**config.mk**
```make
export PLATFORM = sky130hd
export DESIGN_NAME = pixel_sort_key_from_rgb_flat
export DESIGN_NICKNAME = d
export VERILOG_FILES = /design/src/psk_pkg.sv /design/src/psk_pixel_if.sv /design/src/psk_key_if.sv /design/src/psk_div_pipe.sv /design/src/pixel_sort_key_from_rgb.sv /design/src/flat_wrapper.sv
export SDC_FILE = /design/constraint.sdc
export NUM_CORES = 1
export LEC_CHECK = 0
export BUFFER_PORTS_ARGS = -buffer_cell sky130_fd_sc_hd__buf_2
export CELL_PAD_IN_SITES_DETAIL_PLACEMENT = 0
export CELL_PAD_IN_SITES_GLOBAL_PLACEMENT = 1
export CORE_AREA = 2 2 250 252
export DETAILED_ROUTE_END_ITERATION = 6
export DIE_AREA = 0 0 252 254
export PLACE_DENSITY = 0.89
export REMOVE_ABC_BUFFERS = 1
export SYNTH_ARGS = -nofsm -noshare
export SYNTH_HDL_FRONTEND = slang
export SYNTH_SLANG_ARGS = --single-unit
```
**constraint.sdc**
```tcl
create_clock -name clk_i -period 30.3 [get_ports clk_i]
set_input_delay 3.03 -clock clk_i [delete_from_list [all_inputs] [get_ports clk_i]]
set_output_delay 3.03 -clock clk_i [all_outputs]
set_load 0.05 [all_outputs]
```
**src/psk_pkg.sv**
```systemverilog
package psk_pkg;

  localparam int unsigned ChannelBits = 8;
  localparam int unsigned KeyBits     = 16;
  localparam int unsigned ModeBits    = 4;

  // Divider widths: numerator and denominator each up to 6c (11 bits)
  localparam int unsigned NumBits = ChannelBits + 3;
  localparam int unsigned DenBits = ChannelBits + 3;
  // Quotient bits produced, one above the key width to catch saturation
  localparam int unsigned QuoBits = KeyBits + 1;

  localparam logic [ChannelBits-1:0] FullScale = {ChannelBits{1'b1}};
  localparam logic [ModeBits-1:0]    ModeReset = ModeBits'(9);

  typedef enum logic [ModeBits-1:0] {
    ModeRed    = 4'd0,
    ModeGreen  = 4'd1,
    ModeBlue   = 4'd2,
    ModeAvg    = 4'd3,
    ModeValue  = 4'd4,
    ModeMax    = 4'd5,
    ModeMin    = 4'd6,
    ModeChroma = 4'd7,
    ModeLight  = 4'd8,
    ModeHue    = 4'd9,
    ModeSatHsv = 4'd10,
    ModeSatHsl = 4'd11
  } key_mode_e;

  typedef logic [ChannelBits-1:0] chan_t;
  typedef logic [KeyBits-1:0]     key_t;

endpackage

```
**src/psk_pixel_if.sv**
```systemverilog
interface psk_pixel_if;
  import psk_pkg::*;
  logic  valid;
  logic  ready;
  chan_t red_in;
  chan_t green_in;
  chan_t blue_in;
  modport source (output valid, output red_in, output green_in, output blue_in, input ready);
  modport sink   (input valid, input red_in, input green_in, input blue_in, output ready);
endinterface

```
**src/psk_key_if.sv**
```systemverilog
interface psk_key_if;
  import psk_pkg::*;
  logic valid;
  logic ready;
  key_t sort_key;
  modport source (output valid, output sort_key, input ready);
  modport sink   (input valid, input sort_key, output ready);
endinterface

```
**src/psk_div_pipe.sv**
```systemverilog
// Pipelined restoring divider, one quotient bit per stage.
// Gives floor(num * 2^KeyBits / den) saturated, zero when den is zero.
module psk_div_pipe (
  input  logic                       clk_i,
  input  logic                       rst_ni,
  input  logic                       adv_i,
  input  logic                       valid_i,
  input  logic [psk_pkg::NumBits-1:0] num_i,
  input  logic [psk_pkg::DenBits-1:0] den_i,
  output logic                       valid_o,
  output logic [psk_pkg::KeyBits-1:0] quo_o
);
  import psk_pkg::*;

  localparam int unsigned RemBits = DenBits + 1;

  // Stage registers; stage s+1 holds the result of quotient step s
  logic [QuoBits:1]              vld_q;
  logic [RemBits-1:0]            rem_q [1:QuoBits];
  logic [DenBits-1:0]            den_q [1:QuoBits];
  logic [QuoBits-1:0]            quo_q [1:QuoBits];

  for (genvar s = 0; s < QuoBits; s++) begin : g_stage
    logic               vld_in;
    logic [RemBits-1:0] rem_in;
    logic [DenBits-1:0] den_in;
    logic [QuoBits-1:0] quo_in;
    logic [RemBits-1:0] trial;
    logic               take;
    logic [RemBits-1:0] rem_d;
    logic [QuoBits-1:0] quo_d;

    if (s == 0) begin : g_first
      // the integer part (num/den) starts as remainder, tested unshifted;
      // num < 2*den always except den = 0, so one extra quotient bit suffices
      assign vld_in = valid_i;
      assign rem_in = RemBits'(num_i);
      assign den_in = den_i;
      assign quo_in = '0;
      assign trial  = rem_in;
    end else begin : g_next
      // later stages shift in a zero
      assign vld_in = vld_q[s];
      assign rem_in = rem_q[s];
      assign den_in = den_q[s];
      assign quo_in = quo_q[s];
      assign trial  = {rem_in[RemBits-2:0], 1'b0};
    end

    always_comb begin
      take  = trial >= RemBits'(den_in);
      rem_d = take ? trial - RemBits'(den_in) : trial;
      quo_d = {quo_in[QuoBits-2:0], take};
    end
    always_ff @(posedge clk_i or negedge rst_ni) begin
      if (!rst_ni) begin
        vld_q[s+1] <= 1'b0;
      end else if (adv_i) begin
        vld_q[s+1] <= vld_in;
      end
    end
    always_ff @(posedge clk_i) begin
      if (adv_i) begin
        rem_q[s+1] <= rem_d;
        den_q[s+1] <= den_in;
        quo_q[s+1] <= quo_d;
      end
    end
  end

  assign valid_o = vld_q[QuoBits];
  // zero divisor gives zero; a quotient of one or more saturates to all ones
  always_comb begin
    if (den_q[QuoBits] == '0) begin
      quo_o = '0;
    end else if (quo_q[QuoBits][QuoBits-1]) begin
      quo_o = '1;
    end else begin
      quo_o = quo_q[QuoBits][KeyBits-1:0];
    end
  end

endmodule

```
**src/pixel_sort_key_from_rgb.sv**
```systemverilog
// Stages: pixel register, operand stage, 17 divider stages, output register.
// Throughput: one pixel per cycle; the whole pipe holds while the output is stalled,
// so input ready follows output ready whenever the output register is full.
// Reset: asynchronous, active low; clears all valid bits and sets key_mode to hue.
// One restoring divider stage per quotient bit sets the depth.
module pixel_sort_key_from_rgb (
  input  logic                        clk_i,
  input  logic                        rst_ni,
  input  logic                        cfg_we_i,
  input  logic [psk_pkg::ModeBits-1:0] cfg_wdata_i,
  psk_pixel_if.sink                   pix,
  psk_key_if.source                   key
);
  import psk_pkg::*;

  logic [ModeBits-1:0] mode_q;
  always_ff @(posedge clk_i or negedge rst_ni) begin
    if (!rst_ni) begin
      mode_q <= ModeReset;
    end else if (cfg_we_i) begin
      mode_q <= cfg_wdata_i;
    end
  end

  // Pipe advances while the output slot is free or being emptied
  logic adv;
  logic out_vld_q;
  key_t out_key_q;
  logic div_vld;
  key_t div_quo;
  assign adv = !out_vld_q || key.ready;
  assign pix.ready = adv;

  // Stage 1: register the pixel
  logic  s1_vld_q;
  chan_t r_q, g_q, b_q;
  always_ff @(posedge clk_i or negedge rst_ni) begin
    if (!rst_ni) begin
      s1_vld_q <= 1'b0;
    end else if (adv) begin
      s1_vld_q <= pix.valid;
    end
  end
  always_ff @(posedge clk_i) begin
    if (adv) begin
      r_q <= pix.red_in;
      g_q <= pix.green_in;
      b_q <= pix.blue_in;
    end
  end

  // Max, min, and the ratio operands for the selected mode
  chan_t              mx, mn, c;
  logic [ChannelBits:0] s, d2;
  logic [NumBits-1:0] num_d;
  logic [DenBits-1:0] den_d;
  localparam logic [ChannelBits:0] TwoF = {FullScale, 1'b0};
  always_comb begin
    mx = r_q;
    if (g_q > mx) mx = g_q;
    if (b_q > mx) mx = b_q;
    mn = r_q;
    if (g_q < mn) mn = g_q;
    if (b_q < mn) mn = b_q;
    c  = mx - mn;
    s  = {1'b0, mx} + {1'b0, mn};
    d2 = (s < TwoF - s) ? s : TwoF - s;
    num_d = '0;
    den_d = '0;
    case (mode_q)
      ModeRed:    begin num_d = NumBits'(r_q); den_d = DenBits'(FullScale); end
      ModeGreen:  begin num_d = NumBits'(g_q); den_d = DenBits'(FullScale); end
      ModeBlue:   begin num_d = NumBits'(b_q); den_d = DenBits'(FullScale); end
      ModeAvg: begin
        num_d = NumBits'(r_q) + NumBits'(g_q) + NumBits'(b_q);
        den_d = DenBits'(FullScale) * DenBits'(3);
      end
      ModeValue, ModeMax: begin num_d = NumBits'(mx); den_d = DenBits'(FullScale); end
      ModeMin:    begin num_d = NumBits'(mn); den_d = DenBits'(FullScale); end
      ModeChroma: begin num_d = NumBits'(c); den_d = DenBits'(FullScale); end
      ModeLight:  begin num_d = NumBits'(s); den_d = DenBits'(TwoF); end
      ModeHue: begin
        den_d = DenBits'(c) * DenBits'(6);
        if (mx == r_q) begin
          num_d = (g_q >= b_q) ? NumBits'(g_q - b_q)
                               : NumBits'(den_d) - NumBits'(b_q - g_q);
        end else if (mx == g_q) begin
          num_d = NumBits'(b_q) + NumBits'({c, 1'b0}) - NumBits'(r_q);
        end else begin
          num_d = NumBits'(r_q) + NumBits'({c, 2'b00}) - NumBits'(g_q);
        end
      end
      ModeSatHsv: begin num_d = NumBits'(c); den_d = DenBits'(mx); end
      ModeSatHsl: begin
        num_d = NumBits'(c);
        den_d = (s == '0 || s == TwoF) ? '0 : DenBits'(d2);
      end
      default: begin num_d = '0; den_d = '0; end
    endcase
  end

  // Stage 2: register operands
  logic               s2_vld_q;
  logic [NumBits-1:0] num_q;
  logic [DenBits-1:0] den_q;
  always_ff @(posedge clk_i or negedge rst_ni) begin
    if (!rst_ni) begin
      s2_vld_q <= 1'b0;
    end else if (adv) begin
      s2_vld_q <= s1_vld_q;
    end
  end
  always_ff @(posedge clk_i) begin
    if (adv) begin
      num_q <= num_d;
      den_q <= den_d;
    end
  end

  psk_div_pipe u_div (
    .clk_i   (clk_i),
    .rst_ni  (rst_ni),
    .adv_i   (adv),
    .valid_i (s2_vld_q),
    .num_i   (num_q),
    .den_i   (den_q),
    .valid_o (div_vld),
    .quo_o   (div_quo)
  );

  // Output register
  always_ff @(posedge clk_i or negedge rst_ni) begin
    if (!rst_ni) begin
      out_vld_q <= 1'b0;
    end else if (adv) begin
      out_vld_q <= div_vld;
    end
  end
  always_ff @(posedge clk_i) begin
    if (adv) begin
      out_key_q <= div_quo;
    end
  end
  assign key.valid    = out_vld_q;
  assign key.sort_key = out_key_q;

endmodule
```
**src/flat_wrapper.sv**
```systemverilog
// flat-port wrapper written by rule: the top's interface ports become plain ports
module pixel_sort_key_from_rgb_flat import psk_pkg::*;
  (clk_i, rst_ni, cfg_we_i, cfg_wdata_i, pix_valid, pix_red_in, pix_green_in, pix_blue_in, pix_ready, key_valid, key_sort_key, key_ready);
  psk_pixel_if pix_i ();
  psk_key_if key_i ();
  input  logic clk_i;
  input  logic rst_ni;
  input  logic cfg_we_i;
  input  logic [psk_pkg::ModeBits-1:0] cfg_wdata_i;
  input wire logic [$bits(pix_i.valid)-1:0] pix_valid;
  input wire logic [$bits(pix_i.red_in)-1:0] pix_red_in;
  input wire logic [$bits(pix_i.green_in)-1:0] pix_green_in;
  input wire logic [$bits(pix_i.blue_in)-1:0] pix_blue_in;
  output wire logic [$bits(pix_i.ready)-1:0] pix_ready;
  output wire logic [$bits(key_i.valid)-1:0] key_valid;
  output wire logic [$bits(key_i.sort_key)-1:0] key_sort_key;
  input wire logic [$bits(key_i.ready)-1:0] key_ready;
  assign pix_i.valid = pix_valid;
  assign pix_i.red_in = pix_red_in;
  assign pix_i.green_in = pix_green_in;
  assign pix_i.blue_in = pix_blue_in;
  assign pix_ready = pix_i.ready;
  assign key_valid = key_i.valid;
  assign key_sort_key = key_i.sort_key;
  assign key_i.ready = key_ready;
  pixel_sort_key_from_rgb u_core (.clk_i(clk_i), .rst_ni(rst_ni), .cfg_we_i(cfg_we_i), .cfg_wdata_i(cfg_wdata_i), .pix(pix_i), .key(key_i));
endmodule
```
# Yosys cells after proc, flatten, opt, wreduce, memory -nomap -nowiden
# Memory sizes are Yosys's and may differ from the RTL's.
# Index checks and enable logic that the tools add are counted.
# totals
romBits	0
mem_bits_rw	680
memories	3
inputBits	33
latch_bits	0
register_bits	86
elab_cells	137
output_inout_bits	18
# memory_table
name	words	word_bits	rd	rd_clocked_by_memory_dff	wr	line	source
u_core.u_div.quo_q	17	17	17	0	17	psk_div_pipe.sv:21	logic [QuoBits-1:0] quo_q [1:QuoBits];
u_core.u_div.rem_q	17	12	16	0	17	psk_div_pipe.sv:19	logic [RemBits-1:0] rem_q [1:QuoBits];
u_core.u_div.den_q	17	11	17	0	17	psk_div_pipe.sv:20	logic [DenBits-1:0] den_q [1:QuoBits];
# classes
magnitude_cmp	23
multipliers	1
shifts	0
div	0
n_bitwise	0
reduce_logical	9
n_addsub	29
n_mux	31
eq_ne	14
# op_table
op	count
two-way mux 12 bit	17
>= comparator 12 x 11 -> 1 bit	16
subtractor 12 x 11 -> 12 bit	16
case mux 11 bit (9 select lines)	1
case mux 11 bit (6 select lines)	1
two-way mux 11 bit	3
two-way mux 8 bit	4
subtractor 11 x 8 -> 11 bit	2
adder 8 x 8 -> 9 bit	2
two-way mux 9 bit	2
subtractor 8 x 8 -> 9 bit	2
== test 4 x 3 -> 1 bit (second input constant)	4
== test 4 bit (second input constant)	4
== test 8 bit	2
> comparator 8 bit	2
less-than comparator 8 bit	2
two-way mux 16 bit	1
subtractor 11 x 11 -> 12 bit	1
adder 11 x 8 -> 11 bit	1
adder 8 x 10 -> 11 bit	1
>= comparator 11 bit	1
zero test 11 bit	1
subtractor 11 bit	1
adder 8 x 9 -> 10 bit	1
other kinds (16)	19

# Depth between registers and ports, before layout
# Gate-level depths: netlist (run 1).
# depth
ltp_word	10
mapped_depth	39

# Cells and area by module
# From an unflattened synthesis (run 1), not the netlist that was laid out.
# unflattened
hier_cells	2975
hier_area_um2	35690.5
# by_module_without_submodules
mod	area_per_inst_um2	n_inst	cells_each
psk_div_pipe	27340.0	1	2088
pixel_sort_key_from_rgb	8350.5	1	887

# Worst setup path before layout (run 1)
# Ideal clock, no wire load.
# synth_timing
path_type	input -> output
start	input key_ready
end	output pix_ready
arrival_time_ns	14.694
slack_ns	12.576
t_required_ns	27.270
path_stages	3
path_cell_list	nor2b_1 -> clkbuf_1 -> inv_1
# synth_via
elab_chain_len	1
# synth_lines
element	line	source
start: declaration	flat_wrapper.sv:17	input wire logic [$bits(key_i.ready)-1:0] key_ready;
logical OR 1 bit	pixel_sort_key_from_rgb.sv:31	assign adv = !out_vld_q || key.ready;
end: declaration	flat_wrapper.sv:14	output wire logic [$bits(pix_i.ready)-1:0] pix_ready;
# Every way passes these cells.

# Worst setup path in the final report (run 1)
# layout_timing
start	register u_core.g_q[1]
end	register u_core.num_q[9], data pin
# layout_via
elab_chain_len	10
# layout_lines
element	line	source
start: declaration	pixel_sort_key_from_rgb.sv:36	chan_t r_q, g_q, b_q;
start signal: assignment	pixel_sort_key_from_rgb.sv:47	g_q <= pix.green_in;
> comparator 8 bit or less-than comparator 8 bit (tied branches)	pixel_sort_key_from_rgb.sv:60, pixel_sort_key_from_rgb.sv:63	
two-way mux 8 bit (on tied branches)	pixel_sort_key_from_rgb.sv:60, pixel_sort_key_from_rgb.sv:63	
> comparator 8 bit or less-than comparator 8 bit (tied branches)	pixel_sort_key_from_rgb.sv:61, pixel_sort_key_from_rgb.sv:64	
two-way mux 8 bit (on tied branches)	pixel_sort_key_from_rgb.sv:61, pixel_sort_key_from_rgb.sv:64	
subtractor 8 bit	pixel_sort_key_from_rgb.sv:65	c = mx - mn;
multiplier 8 x 2 -> 10 bit (tied with other cells)	pixel_sort_key_from_rgb.sv:83	den_d = DenBits'(c) * DenBits'(6);
subtractor 11 bit (tied with other cells)	pixel_sort_key_from_rgb.sv:86	: NumBits'(den_d) - NumBits'(b_q - g_q);
two-way mux 11 bit (on tied branches)	pixel_sort_key_from_rgb.sv:85, pixel_sort_key_from_rgb.sv:87	
two-way mux 11 bit	pixel_sort_key_from_rgb.sv:84	if (mx == r_q) begin
case mux 11 bit (9 select lines) *	pixel_sort_key_from_rgb.sv:70	case (mode_q)
net u_core.num_d[9]	pixel_sort_key_from_rgb.sv:55	logic [NumBits-1:0] num_d;
end signal: assignment	pixel_sort_key_from_rgb.sv:115	num_q <= num_d;
end: declaration	pixel_sort_key_from_rgb.sv:104	logic [NumBits-1:0] num_q;
# Mark *: on every way through the listed nets, which the timed path passes. The rest lies on a longest branch.
# A chain may end at the register's enable or synchronous reset.

==> results.ini, run 1 <==
[cells_and_area]
nets = 3477
diodes = 0
syn_to_final_growth_pct = 9.905
final_util_pct = 60.96
drive_gt1_share_pct = 7.432

[route]
vias_per_cell = 5.795
routed-wl-met3_mm = 3.890
wl_met2_mm = 36.71
wl_met1_mm = 33.49
top_layer_used = met4
vias = 22900
wl_mm = 76.76
drt_iter0_drc = 1544
ant_nets = 0
post_drt_wl_per_cell_um = 19.42
drc = 0
dr.pass1.iters = 6

[setup_path]
cp_common_cell = ha_1
crit_path_top_delay_cell = edfxtp_1
critical_path_class = reg -> reg
critPathRequiredTime_ns = 30.80
arrival_ns = 10.74
cp-end-kind = register
crit_path_max_fanout = 13
slowest_delay_ns = 0.71
crit_path_start_kind = register

[synth]
ys.warnings.count = 0
yosysSeqAreaShare_pct = 52.86
synthFlopType = edfxtp_1
synth_top_area_cell = edfxtp_1
synthTopCellsByArea = edfxtp_1 (51%), ha_1 (11%), inv_1 (4.2%), o21ai_0 (3.7%), nand2_1 (2.8%)
ys_async_sr_fraction_pct = 3.987
syn_inst = 3027
synth_cell_types = 82
synth_edf_count = 578
netlist_area_um2 = 33980
syn_area_per_cell_um2 = 11.23
ys_ff_latch = 602
synth_top_area_share_pct = 51.08

[floorplan]
row_count = 91
ioPinCount = 51
start_util_pct = 55.47
core-area_um2 = 61260
die_area_um2 = 64010
die_h_um = 254
die_w_um = 252

[clock_network]
post_cts_buffers = 0
cts_tree = done
hold_buffers = 0
max-clock-path-buffers = 3
cts_resized = 0
htreeDepth = 2
path_clk_slew_ns = 0.07
cts_sinks = 602
clock_latency_ns = 0.64
numCtsBuffers = 61
cts_root_buf = clkbuf_16

[timing]
finalWorstSetupSlack_ns = 20.05
slew-limit-headroom_pct = 9.914
worstMarginPinSlew_ns = 1.333
hold_viol_final = 0
fin_crit_sh_pct = 33.82
post-route-min-period_ns = 10.25
rsz0062_at_grt = false
fin_skew_ns = 0.02029
fin_setup_tns_ns = 0
fmax_mhz = 97.59
drv_slew = 0
setup_violations = 0

[flow_run]
drv_cap = 0

[global_routing]
grt_pass1_vias = 22940
grt_pass1_wl_mm = 121.4
grt_use_total_pct = 24.17
antenna_found_initial = 0
grt_max_degree = 210
grt_overflow = 0

[placed_design]
gp_congestion = 0.9752
port_buffers = 50
pre_cts_ws_ns = 20.24
dpl.hpwl_mm = 55.66

[worst_hold_path]
worstHoldPathType = reg -> reg

[outcome]
status = finished, final reports clean

[critical path, delay by kind of cell (launching register included)]
kind	cells	cell delay (ns)
AOI/OAI and AO/OA	12	4.23
xor gates and xnor gates	2	0.79
adders and majority gates	5	1.65
buffers and inverters	1	0.31
DFF	1	0.71
muxes	2	0.67
and+or+nand+nor	9	1.72
[sequential cells by signal, indices dropped and copies added (netlist names)]
signal                       flops
u_core.b_q                       8
u_core.den_q                    11
u_core.g_q                       8
u_core.key.sort_key             16
u_core.key.valid                 1
u_core.mode_q                    4
u_core.num_q                    11
u_core.r_q                       8
u_core.s1_vld_q                  1
u_core.s2_vld_q                  1
u_core.u_div.den_q             187
u_core.u_div.g_stage.vld_in     16
u_core.u_div.quo_q             153
u_core.u_div.rem_q             176
u_core.u_div.valid_o             1
[cell usage after synthesis (6+ instances only)]
master and n:
mux2_2 24, nand2b_1 52, nand4_1 41, or3_1 6, o21ai_0 251, nor2_1 196
o21a_1 27, ha_1 303, a21oi_1 128, a221oi_1 8, o221ai_1 12, nand2_1 257
nor2b_1 56, o22ai_1 9, xnor2_1 58, and3_1 7, a31oi_1 13, mux2i_1 17
edfxtp_1 578, clkbuf_1 57, dfrtp_1 22, or4_1 16, fa_1 32, o211ai_1 9
o21bai_1 13, a21o_1 82, nor3_1 13, nand3_1 22, o31ai_1 99, and2_1 35
xor2_1 58, inv_1 376, o211a_1 16, a21boi_0 48
[layout by cell type (no fill, tap or decap), types with 68 or more instances in the layout]
cell type,synthesis,layout
edfxtp_1,578,578
inv_1,376,375
ha_1,303,303
nand2_1,257,257
o21ai_0,251,251
nor2_1,196,196
a21oi_1,128,128
o31ai_1,99,99
a21o_1,82,82
clkbuf_16,0,68
[stage by stage]
step	hold slack (ns)	cell area (um2)	instances
2_1_floorplan	0.4003	33730	2965
6_report	0.4160	37340	3952
4_1_cts	0.4156	37340	3952
3_5_place_dp	0.4045	35230	3836
5_1_grt	0.4253	37340	3952
3_3_place_gp	0.4011	35230	3836
[final timing paths]
check                                                  endpoint  slack, ns                            startpoint  cells after the start
hold / removal             u_core.u_div.quo_q[0][282]$_DFFE_PP_       0.42  u_core.u_div.quo_q[0][264]$_DFFE_PP_                      0
setup reg to reg                      u_core.num_q[9]$_DFFE_PP_      20.05               u_core.g_q[1]$_DFFE_PP_                     31
max in group asynchronous          u_core.mode_q[2]$_DFFE_PN0P_      27.43                                rst_ni                      1
hold reg to reg            u_core.u_div.quo_q[0][282]$_DFFE_PP_       0.42  u_core.u_div.quo_q[0][264]$_DFFE_PP_                      0
min in group asynchronous          u_core.key.valid$_DFFE_PN0P_       2.42                                rst_ni                      1
setup / recovery                      u_core.num_q[9]$_DFFE_PP_      20.05               u_core.g_q[1]$_DFFE_PP_                     31
[cell families after synthesis]
group / count (synthesis) / synth area share, %
flops: 602 / 52.86
buf+inv: 439 / 4.894
xor+xnor: 116 / 2.990
compound gates: 763 / 14.49
mux: 47 / 1.587
fa+ha+maj: 335 / 13.04
simple gates: 725 / 10.14
[final cells by class]
type                            count  area, um2
Sequential cell                   602      17960
Clock inverter                     43      399.1
Clock buffer                       73       1720
Timing Repair Buffer               81      495.5
Multi-Input combinational cell   1986      14360
Inverter                          377       1423
Fill cell                        4862      23910
Tap cell                          790      988.4
[per-layer routing]
layer / up-vias / global-route usage [%]
li1: 11057 / -
met1: 11093 / 31.42
met2: 593 / 41.04
met3: 157 / 3.841
met4: 0 / 8.859
met5: - / 0
Power of run 1 is left out: the tool's default activity adds up to more than one toggle a clock period on the data nets, which glitch-free logic cannot reach.
==> run 2: changes to the inputs <==
--- a/config.mk
+++ b/config.mk
@@ -8,10 +8,10 @@
 export BUFFER_PORTS_ARGS = -buffer_cell sky130_fd_sc_hd__buf_2
 export CELL_PAD_IN_SITES_DETAIL_PLACEMENT = 0
 export CELL_PAD_IN_SITES_GLOBAL_PLACEMENT = 1
-export CORE_AREA = 2 2 250 252
+export CORE_AREA = 2 2 272 274
 export DETAILED_ROUTE_END_ITERATION = 6
-export DIE_AREA = 0 0 252 254
-export PLACE_DENSITY = 0.89
+export DIE_AREA = 0 0 274 276
+export PLACE_DENSITY = 0.81
 export REMOVE_ABC_BUFFERS = 1
 export SYNTH_ARGS = -nofsm -noshare
 export SYNTH_HDL_FRONTEND = slang
==> constraint.sdc (replaced) <==
create_clock -name clk_i -period 8.45 [get_ports clk_i]
set_input_delay 0.845 -clock clk_i [delete_from_list [all_inputs] [get_ports clk_i]]
set_output_delay 0.845 -clock clk_i [all_outputs]
set_load 0.05 [all_outputs]
==> run 2 against run 1 <==
First-iteration DRC count is 6.7% higher; critical path type unchanged; via count up 1.5%; largest cell class unchanged; highest routed layer unchanged; flip-flop and latch count did not move.
==> results.ini, run 2 (synthesized netlist as in run 1, its figures left out) <==
[cells_and_area]
nets = 3615
final_area_um2 = 38770
drive_gt1_share_pct = 11.33
largest_reg_flops = 187
top_register = u_core.u_div.den_q
mostFrequentLayoutCells = edfxtp_1 (578), inv_1 (375), ha_1 (303), nand2_1 (257), o21ai_0 (251)
reg.largest.list = u_core.u_div.den_q x187, u_core.u_div.rem_q x176, u_core.u_div.quo_q x153
final_cells = 4260
final_common_cell = edfxtp_1
fillers = 6188
syn_to_final_growth_pct = 14.11
diodes = 0

[clock_network]
cts_tree = done
cts_sinks = 602
cts_root_buf = clkbuf_16
hold_buffers = 0
htreeDepth = 3
clock_latency_ns = 0.63
path_clk_slew_ns = 0.06
max-clock-path-buffers = 3
numCtsBuffers = 68

[setup_path]
crit_path_max_fanout = 9
r2r_setup_slack_ns = 0.66
rr_endpoint = u_core.num_q[9]$_DFFE_PP_
arrival_ns = 8.14
r2r_start = u_core.r_q[1]$_DFFE_PP_
crit_path_start_kind = register
cp_common_cell = ha_1
cp-end-kind = register
critical_path_class = reg -> reg
critPathRequiredTime_ns = 8.80
r2r_cells = 37
crit_path_top_delay_cell = edfxtp_1
slowest_delay_ns = 0.42

[route]
ant_nets = 0
post_drt_wl_per_cell_um = 18.79
dr.pass1.iters = 5
wl_mm = 80.04
vias_per_cell = 5.455
drt_iter0_drc = 1647
vias = 23238
drc = 0

[timing]
fin_skew_ns = 0.03509
slew-limit-headroom_pct = 11.52
post-route-min-period_ns = 7.790
fin_setup_tns_ns = 0
rsz0062_at_grt = false
fin_crit_sh_pct = 92.19
hold_viol_final = 0
drv_slew = 0
setup_violations = 0
worstMarginPinSlew_ns = 1.324
fmax_mhz = 128.4

[floorplan]
ioPinCount = 51
die_h_um = 276
die_w_um = 274
row_count = 99
start_util_pct = 46.81
die_area_um2 = 75620
core-area_um2 = 72590

[global_routing]
grt_pass1_vias = 23405
grt_overflow = 0
grt_pass1_wl_mm = 126.4
grt_use_total_pct = 21.16
antenna_found_initial = 1
grt_max_degree = 189

[outcome]
status = finished, final reports clean

[worst_hold_path]
worstHoldPathType = in -> async

[placed_design]
dpl.hpwl_mm = 58.68
port_buffers = 50
gp_congestion = 0.9287
place_area_um2 = 36410
placedCellCount = 4135

[flow_run]
drv_cap = 0

-- run 2: changes by cell type in the layout (fill, tap and decap cells not counted), sizes merged --
cell	change
clkbuf	+6
clkinvlp	-1
bufinv	+6
inv	+1
buf	+131
clkinv	-4
-- run 2: critical path, delay by kind of cell, from the launching register on --
| family | cells | cell delay [ns] |
|---|---|---|
| XOR/XNOR | 3 | 0.63 |
| AO/OA/AOI/OAI | 14 | 3.02 |
| flip-flops | 1 | 0.42 |
| buffers and inverters | 7 | 0.88 |
| adder cells (fa/ha/maj) | 5 | 1.53 |
| AND/OR/NAND/NOR | 8 | 1.02 |
-- run 2: what timing repair did --
| action | in CTS | in global routing |
|---|---|---|
| gates resized for setup | 0 | 7 |
| buffers inserted | 0 | 1 |
| endpoints found under the setup margin | 0 | 4 |
-- run 2: worst max path at each step --
stage,start,to,slack (ns),cells past startpoint
floorplan,key_ready,u_core.b_q[0]$_DFFE_PP_,-5.06,2
global placement,u_core.r_q[1]$_DFFE_PP_,u_core.num_q[7]$_DFFE_PP_,0.30,34
detailed placement,u_core.r_q[1]$_DFFE_PP_,u_core.num_q[7]$_DFFE_PP_,0.25,35
CTS,u_core.r_q[1]$_DFFE_PP_,u_core.num_q[7]$_DFFE_PP_,0.15,35
global route,u_core.r_q[3]$_DFFE_PP_,u_core.num_q[9]$_DFFE_PP_,0.03,37
finish,u_core.r_q[1]$_DFFE_PP_,u_core.num_q[9]$_DFFE_PP_,0.66,37
-- run 2: layer usage --
metal  vias up  share of wire [%]  GRT usage [%]
met5         -                  0              0
met4         0                3.6          7.692
met3       171                4.2          3.300
met2       522                 48          35.87
met1     11213                 44          27.34
li1      11332                  -              -
-- run 2: layout make-up --
| class | count | area (um2) | share of cell area, % |
|---|---|---|---|
| clock buffers | 79 | 1743 | 4.495 |
| well taps | 959 | 1200 | 3.095 |
| multi-input cells | 1986 | 14390 | 37.11 |
| clock inverters | 45 | 578.1 | 1.491 |
| repair buffers | 212 | 1479 | 3.814 |
| inverters | 377 | 1423 | 3.669 |
| flip-flops and latches | 602 | 17960 | 46.32 |
-- run 2: stage by stage --
step	hold slack (ns)	util, %	worst slack (ns)
2_1_floorplan	0.4003	-	-5.062
3_3_place_gp	0.4005	50.16	0.2964
3_5_place_dp	0.4045	50.16	0.2491
4_1_cts	0.2527	53.36	0.1485
5_1_grt	0.2930	53.41	0.03045
6_report	0.2813	53.41	0.6603
Power of run 2 is left out for the same reason.
